<file path="src/design/line_editor_with_history_defines.svh">
// Assertion macros shared by the line editor RTL.
`ifndef LINE_EDITOR_WITH_HISTORY_DEFINES_SVH
`define LINE_EDITOR_WITH_HISTORY_DEFINES_SVH

// Property that must hold at every clock edge outside reset.
`define LEW_ASSERT(lbl, prop, msg) \
  lbl: assert property (@(posedge clk_i) disable iff (!rst_ni) (prop)) else $error(msg);

// Condition that must never be seen outside reset.
`define LEW_NEVER(lbl, cond, msg) \
  lbl: assert property (@(posedge clk_i) disable iff (!rst_ni) !(cond)) else $error(msg);

`endif

</file>
<file path="src/design/lew_pkg.sv">
// Types, constants and codes shared by the line editor modules.
package lew_pkg;

  localparam int LINE_MAX = 32;
  localparam int HIST_MAX = 64;
  localparam int LINE_AW  = $clog2(LINE_MAX);
  localparam int HIST_AW  = $clog2(HIST_MAX);

  localparam logic [7:0] BYTE_BS       = 8'h08;
  localparam logic [7:0] BYTE_DEL      = 8'h7F;
  localparam logic [7:0] BYTE_NL       = 8'h0A;
  localparam logic [7:0] BYTE_PRINT_LO = 8'h20;

  localparam logic [1:0] CFG_LINE_LIMIT = 2'd0;
  localparam logic [1:0] CFG_HIST_BYTES = 2'd1;

  typedef enum logic [2:0] {
    KIND_BYTE  = 3'd0,
    KIND_LEFT  = 3'd1,
    KIND_RIGHT = 3'd2,
    KIND_HOME  = 3'd3,
    KIND_END   = 3'd4,
    KIND_UP    = 3'd5,
    KIND_DOWN  = 3'd6
  } kind_e;

  typedef enum logic [2:0] {
    ACT_MOVE_LEFT  = 3'd0,
    ACT_MOVE_RIGHT = 3'd1,
    ACT_DELETE     = 3'd2,
    ACT_OPEN       = 3'd3,
    ACT_WRITE      = 3'd4,
    ACT_SUBMIT     = 3'd5
  } action_e;

  typedef enum logic [3:0] {
    OP_BKSP, OP_SUBMIT, OP_INSERT, OP_LEFT, OP_RIGHT,
    OP_HOME, OP_END, OP_UP, OP_DOWN
  } op_e;

  typedef struct packed {
    op_e        op;
    logic [7:0] ch;
  } cmd_t;

  typedef struct packed {
    action_e    action;
    logic [5:0] count;
    logic [7:0] ch;
    logic       last;
  } res_t;

  typedef struct packed {
    logic [5:0] line_limit;
    logic [6:0] history_bytes;
  } cfg_t;

endpackage

</file>
<file path="src/design/line_editor_with_history.sv">
// Top level of the terminal line editor with history recall.
//
//  channel   direction  handshake                 payload
//  key       in         push / full               kind_i, key_byte_i
//  action    out        empty / pop               action_o, count_o, out_char_o, last_o
//  config    in         cfg_valid_i / cfg_ready_o cfg_addr_i, cfg_data_i
//
// Cursor moves pass through the sequencer's idle and finish states; insert and
// backspace shift the line buffer character by character. Submit sends each
// character, then walks the history entries and moves the bytes in the history
// memory, whose single registered read port sets the pace.
// Recall walks the older entries, then loads each character.
// Reset is asynchronous and clears the line, the history count and the
// browse index; the stores need no clearing pass. A full action queue
// stalls the sequencer, and keys keep queuing in front until that fills.
module line_editor_with_history (
  input  logic       clk_i,
  input  logic       rst_ni,
  input  logic       push,
  output logic       full,
  input  logic [2:0] kind_i,
  input  logic [7:0] key_byte_i,
  output logic       empty,
  input  logic       pop,
  output logic [2:0] action_o,
  output logic [5:0] count_o,
  output logic [7:0] out_char_o,
  output logic       last_o,
  input  logic       cfg_valid_i,
  output logic       cfg_ready_o,
  input  logic [1:0] cfg_addr_i,
  input  logic [6:0] cfg_data_i
);
  import lew_pkg::*;

  cfg_t cfg_q;
  logic cmd_valid, cmd_take, res_wr, res_full;
  cmd_t cmd;
  res_t res_in, res_out;

  // the user must write configuration only while idle; not enforced, so accept it at once
  assign cfg_ready_o = 1'b1;

  always_ff @(posedge clk_i or negedge rst_ni) begin
    if (!rst_ni) begin
      cfg_q.line_limit    <= 6'd32;
      cfg_q.history_bytes <= 7'd64;
    end else if (cfg_valid_i) begin
      // writes to unknown indexes are dropped
      case (cfg_addr_i)
        CFG_LINE_LIMIT: cfg_q.line_limit    <= cfg_data_i[5:0];
        CFG_HIST_BYTES: cfg_q.history_bytes <= cfg_data_i;
        default: ;
      endcase
    end
  end

  // classify keys and hold them until the sequencer is free
  lew_front u_front (
    .clk_i       (clk_i),
    .rst_ni      (rst_ni),
    .push_i      (push),
    .full_o      (full),
    .kind_i      (kind_i),
    .key_byte_i  (key_byte_i),
    .cmd_valid_o (cmd_valid),
    .cmd_o       (cmd),
    .cmd_take_i  (cmd_take)
  );

  // carry out each command on the line and history stores
  lew_back u_back (
    .clk_i       (clk_i),
    .rst_ni      (rst_ni),
    .cfg_i       (cfg_q),
    .cmd_valid_i (cmd_valid),
    .cmd_i       (cmd),
    .cmd_take_o  (cmd_take),
    .res_wr_o    (res_wr),
    .res_o       (res_in),
    .res_full_i  (res_full)
  );

  // hold finished actions until each transfer on the result side
  lew_outq u_outq (
    .clk_i     (clk_i),
    .rst_ni    (rst_ni),
    .wr_i      (res_wr),
    .wr_data_i (res_in),
    .wr_full_o (res_full),
    .empty_o   (empty),
    .pop_i     (pop),
    .rd_data_o (res_out)
  );

  assign action_o   = res_out.action;
  assign count_o    = res_out.count;
  assign out_char_o = res_out.ch;
  assign last_o     = res_out.last;

endmodule

</file>
<file path="src/design/lew_front.sv">
// Key classifier and two-entry command queue in front of the sequencer.
module lew_front (
  input  logic          clk_i,
  input  logic          rst_ni,
  input  logic          push_i,
  output logic          full_o,
  input  logic [2:0]    kind_i,
  input  logic [7:0]    key_byte_i,
  output logic          cmd_valid_o,
  output lew_pkg::cmd_t cmd_o,
  input  logic          cmd_take_i
);
  import lew_pkg::*;

  cmd_t       slot_q [2];
  logic       wr_q, rd_q;
  logic [1:0] cnt_q;
  logic       keep;
  cmd_t       cmd_new;
  logic       wr_en, rd_en;

  always_comb begin
    keep        = 1'b1;
    cmd_new.ch  = key_byte_i;
    cmd_new.op  = OP_LEFT;
    case (kind_i)
      KIND_BYTE: begin
        if (key_byte_i inside {BYTE_BS, BYTE_DEL}) begin
          cmd_new.op = OP_BKSP;
        end else if (key_byte_i == BYTE_NL) begin
          cmd_new.op = OP_SUBMIT;
        end else if (key_byte_i >= BYTE_PRINT_LO) begin
          cmd_new.op = OP_INSERT;
        end else begin
          keep = 1'b0;
        end
      end
      KIND_LEFT:  cmd_new.op = OP_LEFT;
      KIND_RIGHT: cmd_new.op = OP_RIGHT;
      KIND_HOME:  cmd_new.op = OP_HOME;
      KIND_END:   cmd_new.op = OP_END;
      KIND_UP:    cmd_new.op = OP_UP;
      KIND_DOWN:  cmd_new.op = OP_DOWN;
      default:    keep = 1'b0;
    endcase
  end

  assign full_o      = (cnt_q == 2'd2);
  assign cmd_valid_o = (cnt_q != 2'd0);
  assign cmd_o       = slot_q[rd_q];
  // ignored keys are taken and dropped here
  assign wr_en       = push_i && !full_o && keep;
  assign rd_en       = cmd_take_i && cmd_valid_o;

  always_ff @(posedge clk_i or negedge rst_ni) begin
    if (!rst_ni) begin
      wr_q  <= 1'b0;
      rd_q  <= 1'b0;
      cnt_q <= 2'd0;
    end else begin
      if (wr_en) wr_q <= ~wr_q;
      if (rd_en) rd_q <= ~rd_q;
      cnt_q <= cnt_q + {1'b0, wr_en} - {1'b0, rd_en};
    end
  end

  always_ff @(posedge clk_i) begin
    if (wr_en) slot_q[wr_q] <= cmd_new;
  end

endmodule

</file>
<file path="src/design/lew_outq.sv">
// Two-entry result queue between the sequencer and the result ports.
module lew_outq (
  input  logic          clk_i,
  input  logic          rst_ni,
  input  logic          wr_i,
  input  lew_pkg::res_t wr_data_i,
  output logic          wr_full_o,
  output logic          empty_o,
  input  logic          pop_i,
  output lew_pkg::res_t rd_data_o
);
  import lew_pkg::*;

  res_t       slot_q [2];
  logic       wr_q, rd_q;
  logic [1:0] cnt_q;
  logic       wr_en, rd_en;

  assign wr_full_o = (cnt_q == 2'd2);
  assign empty_o   = (cnt_q == 2'd0);
  assign rd_data_o = slot_q[rd_q];
  assign wr_en     = wr_i && !wr_full_o;
  assign rd_en     = pop_i && !empty_o;

  always_ff @(posedge clk_i or negedge rst_ni) begin
    if (!rst_ni) begin
      wr_q  <= 1'b0;
      rd_q  <= 1'b0;
      cnt_q <= 2'd0;
    end else begin
      if (wr_en) wr_q <= ~wr_q;
      if (rd_en) rd_q <= ~rd_q;
      cnt_q <= cnt_q + {1'b0, wr_en} - {1'b0, rd_en};
    end
  end

  always_ff @(posedge clk_i) begin
    if (wr_en) slot_q[wr_q] <= wr_data_i;
  end

endmodule

</file>
<file path="src/design/lew_back.sv">
// Edit sequencer: line buffer, history store and terminal action generation.
`include "line_editor_with_history_defines.svh"
module lew_back (
  input  logic          clk_i,
  input  logic          rst_ni,
  input  lew_pkg::cfg_t cfg_i,
  input  logic          cmd_valid_i,
  input  lew_pkg::cmd_t cmd_i,
  output logic          cmd_take_o,
  output logic          res_wr_o,
  output lew_pkg::res_t res_o,
  input  logic          res_full_i
);
  import lew_pkg::*;

  typedef enum logic [4:0] {
    ST_IDLE, ST_FIN, ST_BS_SHIFT, ST_BS_DEL, ST_INS_SHIFT, ST_INS_WR, ST_SUB,
    ST_PUSH, ST_PW_ADDR, ST_PW_DATA, ST_MV_ADDR, ST_MV_DATA, ST_CP, ST_DONE,
    ST_CLR_ML, ST_CLR_DEL, ST_RC_ADDR, ST_RC_DATA, ST_RC_SIZE, ST_RC_CADDR,
    ST_RC_CDATA
  } state_e;

  state_e     state_q, state_d;
  logic [5:0] cur_q, cur_d, len_q, len_d, browse_q, browse_d;
  logic [6:0] hcnt_q, hcnt_d;
  logic [5:0] i_q, i_d, entry_q, entry_d, size_q, size_d;
  logic [7:0] ch_q, ch_d;
  logic [8:0] idx_q, idx_d;
  logic [6:0] e_q, e_d, avail_q, avail_d, j_q, j_d;
  logic       rec_q, rec_d;
  res_t       pend_q, pend_d;
  logic       pend_v_q, pend_v_d;

  logic [7:0] line_mem [LINE_MAX];
  logic [7:0] hist_mem [HIST_MAX];

  logic               line_we;
  logic [LINE_AW-1:0] line_wa, line_ra;
  logic [7:0]         line_wd, line_rd;
  logic               hist_we;
  logic [HIST_AW-1:0] hist_wa;
  logic [7:0]         hist_wd;
  logic [8:0]         raddr;
  logic [7:0]         rd_q;
  logic               rd_oob_q;
  logic [7:0]         hd;

  logic       emit_req, hold;
  res_t       emit_res;
  logic [5:0] lim, nb;
  logic [6:0] h;
  logic [9:0] es_sum;

  assign line_rd = line_mem[line_ra];
  assign hd      = rd_oob_q ? 8'd0 : rd_q;
  assign lim     = (cfg_i.line_limit > 6'(LINE_MAX)) ? 6'(LINE_MAX) : cfg_i.line_limit;
  assign h       = (cfg_i.history_bytes > 7'(HIST_MAX)) ? 7'(HIST_MAX)
                                                       : cfg_i.history_bytes;
  assign nb      = (browse_q != 6'd0) ? browse_q - 6'd1 : 6'd0;
  assign es_sum  = {1'b0, idx_q} + 10'd1 + {2'b0, hd};

  // history read address, kept equal across each address/data state pair
  always_comb begin
    case (state_q)
      ST_PW_ADDR, ST_PW_DATA, ST_RC_ADDR, ST_RC_DATA, ST_RC_SIZE: raddr = idx_q;
      ST_MV_ADDR, ST_MV_DATA: raddr = {2'b0, j_q} - 9'd1;
      ST_RC_CADDR, ST_RC_CDATA: raddr = idx_q + 9'd1 + {3'b0, i_q};
      default: raddr = idx_q;
    endcase
  end

  always_comb begin
    state_d = state_q;  cur_d = cur_q;  len_d = len_q;  browse_d = browse_q;
    hcnt_d = hcnt_q;    i_d = i_q;      entry_d = entry_q;  size_d = size_q;
    ch_d = ch_q;        idx_d = idx_q;  e_d = e_q;      avail_d = avail_q;
    j_d = j_q;          rec_d = rec_q;  pend_d = pend_q; pend_v_d = pend_v_q;
    cmd_take_o = 1'b0;
    line_we = 1'b0;  line_wa = i_q[LINE_AW-1:0];  line_wd = line_rd;
    line_ra = i_q[LINE_AW-1:0];
    hist_we = 1'b0;  hist_wa = '0;  hist_wd = hd;
    emit_req = 1'b0;
    emit_res = '{action: ACT_MOVE_LEFT, count: 6'd0, ch: 8'd0, last: 1'b0};
    res_wr_o = 1'b0;
    res_o    = pend_q;

    case (state_q)
      ST_IDLE: begin
        if (cmd_valid_i) begin
          cmd_take_o = 1'b1;
          state_d    = ST_FIN;
          case (cmd_i.op)
            OP_LEFT: if (cur_q != 6'd0) begin
              cur_d = cur_q - 6'd1;
              emit_req = 1'b1; emit_res.action = ACT_MOVE_LEFT; emit_res.count = 6'd1;
            end
            OP_RIGHT: if (cur_q < len_q) begin
              cur_d = cur_q + 6'd1;
              emit_req = 1'b1; emit_res.action = ACT_MOVE_RIGHT; emit_res.count = 6'd1;
            end
            OP_HOME: begin
              if (cur_q != 6'd0) begin
                emit_req = 1'b1; emit_res.action = ACT_MOVE_LEFT; emit_res.count = cur_q;
              end
              cur_d = 6'd0;
            end
            OP_END: begin
              if (len_q > cur_q) begin
                emit_req = 1'b1; emit_res.action = ACT_MOVE_RIGHT;
                emit_res.count = len_q - cur_q;
              end
              cur_d = len_q;
            end
            OP_BKSP: if (cur_q != 6'd0) begin
              i_d = cur_q; state_d = ST_BS_SHIFT;
            end
            OP_INSERT: if (len_q < lim) begin
              i_d = len_q; ch_d = cmd_i.ch; state_d = ST_INS_SHIFT;
            end
            OP_SUBMIT: if (len_q != 6'd0) begin
              i_d = 6'd0; state_d = ST_SUB;
            end
            OP_UP: if (({1'b0, browse_q} < hcnt_q) && (browse_q < 6'd63)) begin
              entry_d = browse_q; rec_d = 1'b1; browse_d = browse_q + 6'd1;
              state_d = ST_CLR_ML;
            end
            OP_DOWN: begin
              browse_d = nb;
              entry_d  = nb - 6'd1;
              rec_d    = (nb != 6'd0) && ({1'b0, nb - 6'd1} < hcnt_q);
              state_d  = ST_CLR_ML;
            end
            default: state_d = ST_FIN;
          endcase
        end
      end
      ST_FIN: begin
        if (pend_v_q) begin
          if (!res_full_i) begin
            res_wr_o = 1'b1; res_o.last = 1'b1; pend_v_d = 1'b0; state_d = ST_IDLE;
          end
        end else begin
          state_d = ST_IDLE;
        end
      end
      ST_BS_SHIFT: begin
        if (i_q < len_q) begin
          line_we = 1'b1; line_wa = LINE_AW'(i_q - 6'd1); i_d = i_q + 6'd1;
        end else begin
          cur_d = cur_q - 6'd1; len_d = len_q - 6'd1;
          emit_req = 1'b1; emit_res.action = ACT_MOVE_LEFT; emit_res.count = 6'd1;
          state_d = ST_BS_DEL;
        end
      end
      ST_BS_DEL: begin
        emit_req = 1'b1; emit_res.action = ACT_DELETE; emit_res.count = 6'd1;
        state_d = ST_FIN;
      end
      ST_INS_SHIFT: begin
        line_ra = LINE_AW'(i_q - 6'd1);
        if (i_q > cur_q) begin
          line_we = 1'b1; i_d = i_q - 6'd1;
        end else begin
          line_we = 1'b1; line_wa = cur_q[LINE_AW-1:0]; line_wd = ch_q;
          cur_d = cur_q + 6'd1; len_d = len_q + 6'd1; browse_d = 6'd0;
          emit_req = 1'b1; emit_res.action = ACT_OPEN; emit_res.count = 6'd1;
          state_d = ST_INS_WR;
        end
      end
      ST_INS_WR: begin
        emit_req = 1'b1; emit_res.action = ACT_WRITE; emit_res.ch = ch_q;
        state_d = ST_FIN;
      end
      ST_SUB: begin
        emit_req = 1'b1; emit_res.action = ACT_SUBMIT; emit_res.ch = line_rd;
        if (i_q == len_q - 6'd1) state_d = ST_PUSH;
        else i_d = i_q + 6'd1;
      end
      ST_PUSH: begin
        if (h == 7'd0) begin
          state_d = ST_DONE;
        end else begin
          size_d  = ({1'b0, len_q} < h - 7'd1) ? len_q : 6'(h - 7'd1);
          avail_d = h - 7'd1 - (({1'b0, len_q} < h - 7'd1) ? {1'b0, len_q} : h - 7'd1);
          idx_d = 9'd0; e_d = 7'd0; state_d = ST_PW_ADDR;
        end
      end
      ST_PW_ADDR: begin
        if (e_q < hcnt_q) state_d = ST_PW_DATA;
        else begin
          j_d = idx_q[6:0]; state_d = ST_MV_ADDR;
        end
      end
      ST_PW_DATA: begin
        // drop this entry and everything older when it no longer fits
        if (es_sum > {3'b0, avail_q}) begin
          hcnt_d = e_q; j_d = idx_q[6:0]; state_d = ST_MV_ADDR;
        end else begin
          idx_d = es_sum[8:0]; e_d = e_q + 7'd1; state_d = ST_PW_ADDR;
        end
      end
      ST_MV_ADDR: begin
        if (j_q != 7'd0) state_d = ST_MV_DATA;
        else begin
          i_d = 6'd0; state_d = ST_CP;
        end
      end
      ST_MV_DATA: begin
        hist_we = 1'b1; hist_wa = HIST_AW'({1'b0, size_q} + j_q);
        j_d = j_q - 7'd1; state_d = ST_MV_ADDR;
      end
      ST_CP: begin
        if (i_q < size_q) begin
          hist_we = 1'b1; hist_wa = HIST_AW'(i_q + 6'd1); hist_wd = line_rd;
          i_d = i_q + 6'd1;
        end else begin
          hist_we = 1'b1; hist_wa = '0; hist_wd = {2'b0, size_q};
          hcnt_d = hcnt_q + 7'd1; state_d = ST_DONE;
        end
      end
      ST_DONE: begin
        cur_d = 6'd0; len_d = 6'd0; browse_d = 6'd0; state_d = ST_FIN;
      end
      ST_CLR_ML: begin
        if (cur_q != 6'd0) begin
          emit_req = 1'b1; emit_res.action = ACT_MOVE_LEFT; emit_res.count = cur_q;
        end
        cur_d = 6'd0; state_d = ST_CLR_DEL;
      end
      ST_CLR_DEL: begin
        if (len_q != 6'd0) begin
          emit_req = 1'b1; emit_res.action = ACT_DELETE; emit_res.count = len_q;
        end
        len_d = 6'd0;
        if (rec_q) begin
          idx_d = 9'd0; e_d = 7'd0; state_d = ST_RC_ADDR;
        end else begin
          state_d = ST_FIN;
        end
      end
      ST_RC_ADDR: begin
        if (e_q < {1'b0, entry_q}) state_d = ST_RC_DATA;
        else state_d = ST_RC_SIZE;
      end
      ST_RC_DATA: begin
        idx_d = es_sum[8:0]; e_d = e_q + 7'd1; state_d = ST_RC_ADDR;
      end
      ST_RC_SIZE: begin
        size_d = ({2'b0, lim} < hd) ? lim : hd[5:0];
        i_d = 6'd0; state_d = ST_RC_CADDR;
      end
      ST_RC_CADDR: begin
        if (i_q < size_q) state_d = ST_RC_CDATA;
        else begin
          cur_d = size_q; len_d = size_q; state_d = ST_FIN;
        end
      end
      ST_RC_CDATA: begin
        line_we = 1'b1; line_wd = hd;
        emit_req = 1'b1; emit_res.action = ACT_WRITE; emit_res.ch = hd;
        i_d = i_q + 6'd1; state_d = ST_RC_CADDR;
      end
      default: state_d = ST_IDLE;
    endcase

    // a new action moves the held one on; if the queue is full while one is held, hold everything
    hold = emit_req && pend_v_q && res_full_i;
    if (emit_req && !hold) begin
      res_wr_o = pend_v_q;
      res_o    = pend_q;
      pend_d   = emit_res;
      pend_v_d = 1'b1;
    end
    if (hold) begin
      state_d = state_q;  cur_d = cur_q;  len_d = len_q;  browse_d = browse_q;
      hcnt_d = hcnt_q;    i_d = i_q;      entry_d = entry_q;  size_d = size_q;
      ch_d = ch_q;        idx_d = idx_q;  e_d = e_q;      avail_d = avail_q;
      j_d = j_q;          rec_d = rec_q;
      cmd_take_o = 1'b0;  line_we = 1'b0; hist_we = 1'b0; res_wr_o = 1'b0;
    end
  end

  always_ff @(posedge clk_i or negedge rst_ni) begin
    if (!rst_ni) begin
      state_q  <= ST_IDLE;
      cur_q    <= 6'd0;
      len_q    <= 6'd0;
      browse_q <= 6'd0;
      hcnt_q   <= 7'd0;
      pend_v_q <= 1'b0;
      rec_q    <= 1'b0;
    end else begin
      state_q  <= state_d;
      cur_q    <= cur_d;
      len_q    <= len_d;
      browse_q <= browse_d;
      hcnt_q   <= hcnt_d;
      pend_v_q <= pend_v_d;
      rec_q    <= rec_d;
    end
  end

  always_ff @(posedge clk_i) begin
    i_q     <= i_d;
    entry_q <= entry_d;
    size_q  <= size_d;
    ch_q    <= ch_d;
    idx_q   <= idx_d;
    e_q     <= e_d;
    avail_q <= avail_d;
    j_q     <= j_d;
    pend_q  <= pend_d;
  end

  always_ff @(posedge clk_i) begin
    if (line_we) line_mem[line_wa] <= line_wd;
  end

  always_ff @(posedge clk_i) begin
    if (hist_we) hist_mem[hist_wa] <= hist_wd;
    rd_q     <= hist_mem[raddr[HIST_AW-1:0]];
    rd_oob_q <= (raddr >= 9'(HIST_MAX));
  end

  `LEW_ASSERT(a_cursor_in_line, cur_q <= len_q, "cursor beyond line end")
  `LEW_NEVER(a_idle_pending, (state_q == ST_IDLE) && pend_v_q, "action held while idle")
  `LEW_ASSERT(a_hold_keeps_state, hold |=> (state_q == $past(state_q)), "stall moved state")
  `LEW_ASSERT(a_hist_count, hcnt_q <= 7'(HIST_MAX), "history count too large")

endmodule
</file>
<file path="config.mk">
export PLATFORM = sky130hd
export DESIGN_NAME = line_editor_with_history
export DESIGN_NICKNAME = d
export VERILOG_FILES = /design/src/design/lew_pkg.sv /design/src/design/line_editor_with_history.sv /design/src/design/lew_front.sv /design/src/design/lew_outq.sv /design/src/design/lew_back.sv
export VERILOG_INCLUDE_DIRS = /design/src /design/src/design
export SDC_FILE = /design/constraint.sdc
export NUM_CORES = 2
export LEC_CHECK = 0
export BUFFER_PORTS_ARGS = -buffer_cell sky130_fd_sc_hd__buf_2
export CORE_ASPECT_RATIO = 0.5
export CORE_UTILIZATION = 40
export DETAILED_ROUTE_END_ITERATION = 10
export PLACE_DENSITY = 0.58
export SLEW_MARGIN = 5
export SYNTH_ARGS = -nofsm -noshare
export SYNTH_HDL_FRONTEND = slang
export SYNTH_SLANG_ARGS = --single-unit
export TNS_END_PERCENT = 5
</file>
<file path="constraint.sdc">
create_clock -name clk_i -period 7.83 [get_ports clk_i]
set_clock_uncertainty 0.15 [all_clocks]
set_input_delay 1.1745 -clock clk_i [delete_from_list [all_inputs] [get_ports clk_i]]
set_output_delay 1.1745 -clock clk_i [all_outputs]
set_load 0.02 [all_outputs]
</file>
==> results.json <==
{
  "core_mm2": 0.1103,
  "yosys.area_share.adder_pct": 3.376,
  "syn-instance-count": 3502,
  "leakage_nw": 17.28,
  "crit_arrival_ns": 6.33,
  "end_kind": "flop",
  "grt_pass1_wl_mm": 179.4,
  "hpwlAfterDp_mm": 79.00,
  "antenna_found_initial": 0,
  "max_freq_mhz": 167.8,
  "setup_violations": 0,
  "ir_drop_mv": 0.3144,
  "synth_top_family_by_area": "simple AND/OR/NAND/NOR gates",
  "synthSimpleGateAreaFrac_pct": 12.33,
  "swShare_pct": 41.25,
  "clkLatencyLatePin_ns": 0.70,
  "syn_to_final_growth_pct": 11.20,
  "slew_headroom_pct": 12.63,
  "cts_tree": "done",
  "fin_nets": 3672,
  "routabilityCongestion": 0.9294,
  "post-route-min-period_ns": 5.958,
  "synth.distinct_cells": 98,
  "cpPeakStageDelay_ns": 1.04,
  "die_w_um": 474.0,
  "async_flop_share_pct": 5.504,
  "synth_warnings": 0,
  "numCtsBuffers": 88,
  "syn_area_mm2": 0.04455,
  "ctsResizeCount": 0,
  "gr-total-overflow": 0,
  "mostFrequentLayoutCells": "edfxtp_1 (901), nand2_1 (539), nor2_1 (223)",
  "cp_max_fo": 69,
  "rows": 86,
  "clock_power_share_pct": 20.4,
  "ant_nets": 0,
  "grt_use_total_pct": 21.14,
  "vias": 28770,
  "pwr-share-seq_pct": 34.8,
  "synthFlopType": "edfxtp_1",
  "hold_viol": 0,
  "criticalPathCategory": "flop to flop",
  "final_common_cell": "edfxtp_1",
  "syn_nets": 3641,
  "die_h_um": 238.0,
  "p_per_area_mw_per_mm2": 439.2,
  "hold_path.class": "flop to flop",
  "rsz0062_at_grt": "no",
  "drt-vias-per-instance": 5.641,
  "tns_ns": 0,
  "portBuffers": 44,
  "worstSetupStartpointType": "flop",
  "p_comb_share_pct": 44.7,
  "start_util_pct": 40.39,
  "drv_slew": 0,
  "cp_slowest_cell": "o21ai_4",
  "final_util_pct": 44.92,
  "required_ns": 8.20,
  "tightestPinTransition_ns": 1.306,
  "min_period_over_period_pct": 76.09,
  "ys_ff_latch": 963,
  "layout-drive-gt1-share_pct": 11.15,
  "synth.area.mux_share_pct": 5.777,
  "dpl.cell_count": 4939,
  "cp_common_cell": "buf_4",
  "die-area_mm2": 0.1128,
  "grt_pass1_vias": 27810,
  "drtPass1Iterations": 6,
  "hold_buffers": 0,
  "post_cts_buffers": 0,
  "syn_area_per_cell_um2": 12.72,
  "wl_per_cell_um": 23.48,
  "synth-xor-area-share_pct": 1.593,
  "clk_path_buf_depth": 3,
  "synth_edf_count": 901,
  "wl_mm": 119.8,
  "cap_violations": 0,
  "n_antenna_cell": 0,
  "grt_start_max_net_pins": 97,
  "ys_seq_area_share_pct": 64.12,
  "io_pins": 46,
  "synth_compound_area_share_pct": 10.06,
  "h-tree-depth": 3,
  "cts_root_buf": "clkbuf_16",
  "p_sw_mw": 8.973,
  "status": "completed",
  "cts.sinks": 963,
  "fin_cells": 5101,
  "drtIter0Drc": 2931,
  "path_cells": "nor3b_4, nand2_2, nor2_1, a21o_4, buf_4, mux2i_1, a32oi_1, nand4_1, and4_1, o21ai_4, buf_4",
  "path_clk_slew_ns": 0.06,
  "drc": 0,
  "internal_power_mw": 12.78
}
-- cells in the mapped netlist, types with 29 or more instances --
cell,instances,share of area [%]
a22oi_1,37,0.62
dfrtp_1,51,2.9
xor2_1,29,0.57
nor3_1,42,0.47
a32oi_1,29,0.57
clkbuf_1,87,0.73
inv_1,92,0.78
nor2_1,227,1.9
a31oi_1,57,0.80
nand2_1,539,4.5
o21ai_0,100,1.1
and3_1,41,0.58
mux2i_1,139,3.1
mux2_2,49,1.2
xnor2_1,52,1.0
nand4_1,36,0.51
buf_2,62,0.70
a21oi_1,127,1.4
edfxtp_1,901,61
nand2b_1,31,0.44
nor2b_1,32,0.45
ha_1,109,3.1
nand3_1,163,1.8
-- sequential cells by signal, indices dropped and copies added, names as in the netlist, 2 cells and up --
name and flops:
u_back.rd_q 8, u_outq.cnt_q 2, u_front.cnt_q 2, u_back.avail_q 7, u_back.hcnt_q 7, u_back.j_q 7
u_back.len_q 6, u_back.i_q 6, u_back.line_mem 256, u_back.ch_q 8, u_back.e_q 7, cfg_q 13
u_back.entry_q 6, u_back.pend_q 17, u_back.state_q 5, u_back.browse_q 6, u_outq.slot_q 36, u_back.hist_mem 512
u_back.size_q 6, u_back.idx_q 9, u_back.cur_q 6, u_front.slot_q 24
-- area by class of cell --
type	count	area (um^2)
clock buffers	111	2371
multi-input cells	2262	14990
clock inverters	51	539.3
flip-flops and latches	963	28560
well taps	1496	1872
repair buffers	124	845.8
fillers	9925	60750
inverters	94	352.8
-- path summary, 6_finish.rpt --
| kind | cells after the start | from | to | slack [ns] |
|---|---|---|---|---|
| hold reg to reg | 0 | u_back.pend_q[3] | u_outq.slot_q[1][3] | 0.30 |
| min in group asynchronous | 2 | rst_ni | cfg_q[5] | 0.50 |
| setup / recovery | 11 | u_back.state_q[2] | u_back.hist_mem[35][3] | 1.87 |
| hold / removal | 0 | u_back.pend_q[3] | u_outq.slot_q[1][3] | 0.30 |
| setup reg to reg | 11 | u_back.state_q[2] | u_back.hist_mem[35][3] | 1.87 |
| max in group asynchronous | 2 | rst_ni | u_front.wr_q | 6.40 |
-- power by group through the flow --
| stage | Clock, mW | Sequential (mW) | Combinational [mW] |
|---|---|---|---|
| final | 4.44 | 7.58 | 9.73 |
| after global routing | 4.69 | 7.63 | 10.6 |
| after CTS | 4.52 | 7.57 | 9.71 |
| after detailed placement | 0 | 7.68 | 9.66 |
| after global placement | 0 | 7.66 | 9.54 |
| after floorplan | 0 | 7.52 | 6.64 |
-- stage by stage --
step	hold slack (ns)	cell area (um^2)	power (mW)	setup WS, ns
after floorplan	0.2715	44550	14.16	1.231
after global placement	0.2742	46610	17.21	2.165
after detailed placement	0.2811	46610	17.34	1.951
after CTS	0.2971	49530	21.80	1.890
after global routing	0.3027	49540	22.94	1.457
final	0.2959	49540	21.76	1.872
-- routing by layer --
| metal | up-vias | global-route usage (%) | share of wire (%) |
|---|---|---|---|
| li1 | 13340 | - | - |
| met1 | 14250 | 29.01 | 44 |
| met2 | 995 | 33.72 | 46 |
| met3 | 187 | 4.301 | 6.8 |
| met4 | 0 | 6.594 | 2.8 |
| met5 | - | 0 | 0 |
-- logic make-up after synthesis --
kind of cell | count (synthesis)
simple gates | 1209
flops | 963
compound gates | 637
buf+inv | 277
mux | 216
fa+ha+maj | 118
xor+xnor | 81
other cells | 1
-- worst max-delay path: cells and delay by family, from the launching register on --
kind                   cells  cell delay [ns]
buffers and inverters      2             0.86
AO/OA/AOI/OAI              3             2.03
AND/OR/NAND/NOR            5             1.71
multiplexers               1             0.13
flip-flops                 1             0.81
(Power assumes the default switching activity.)
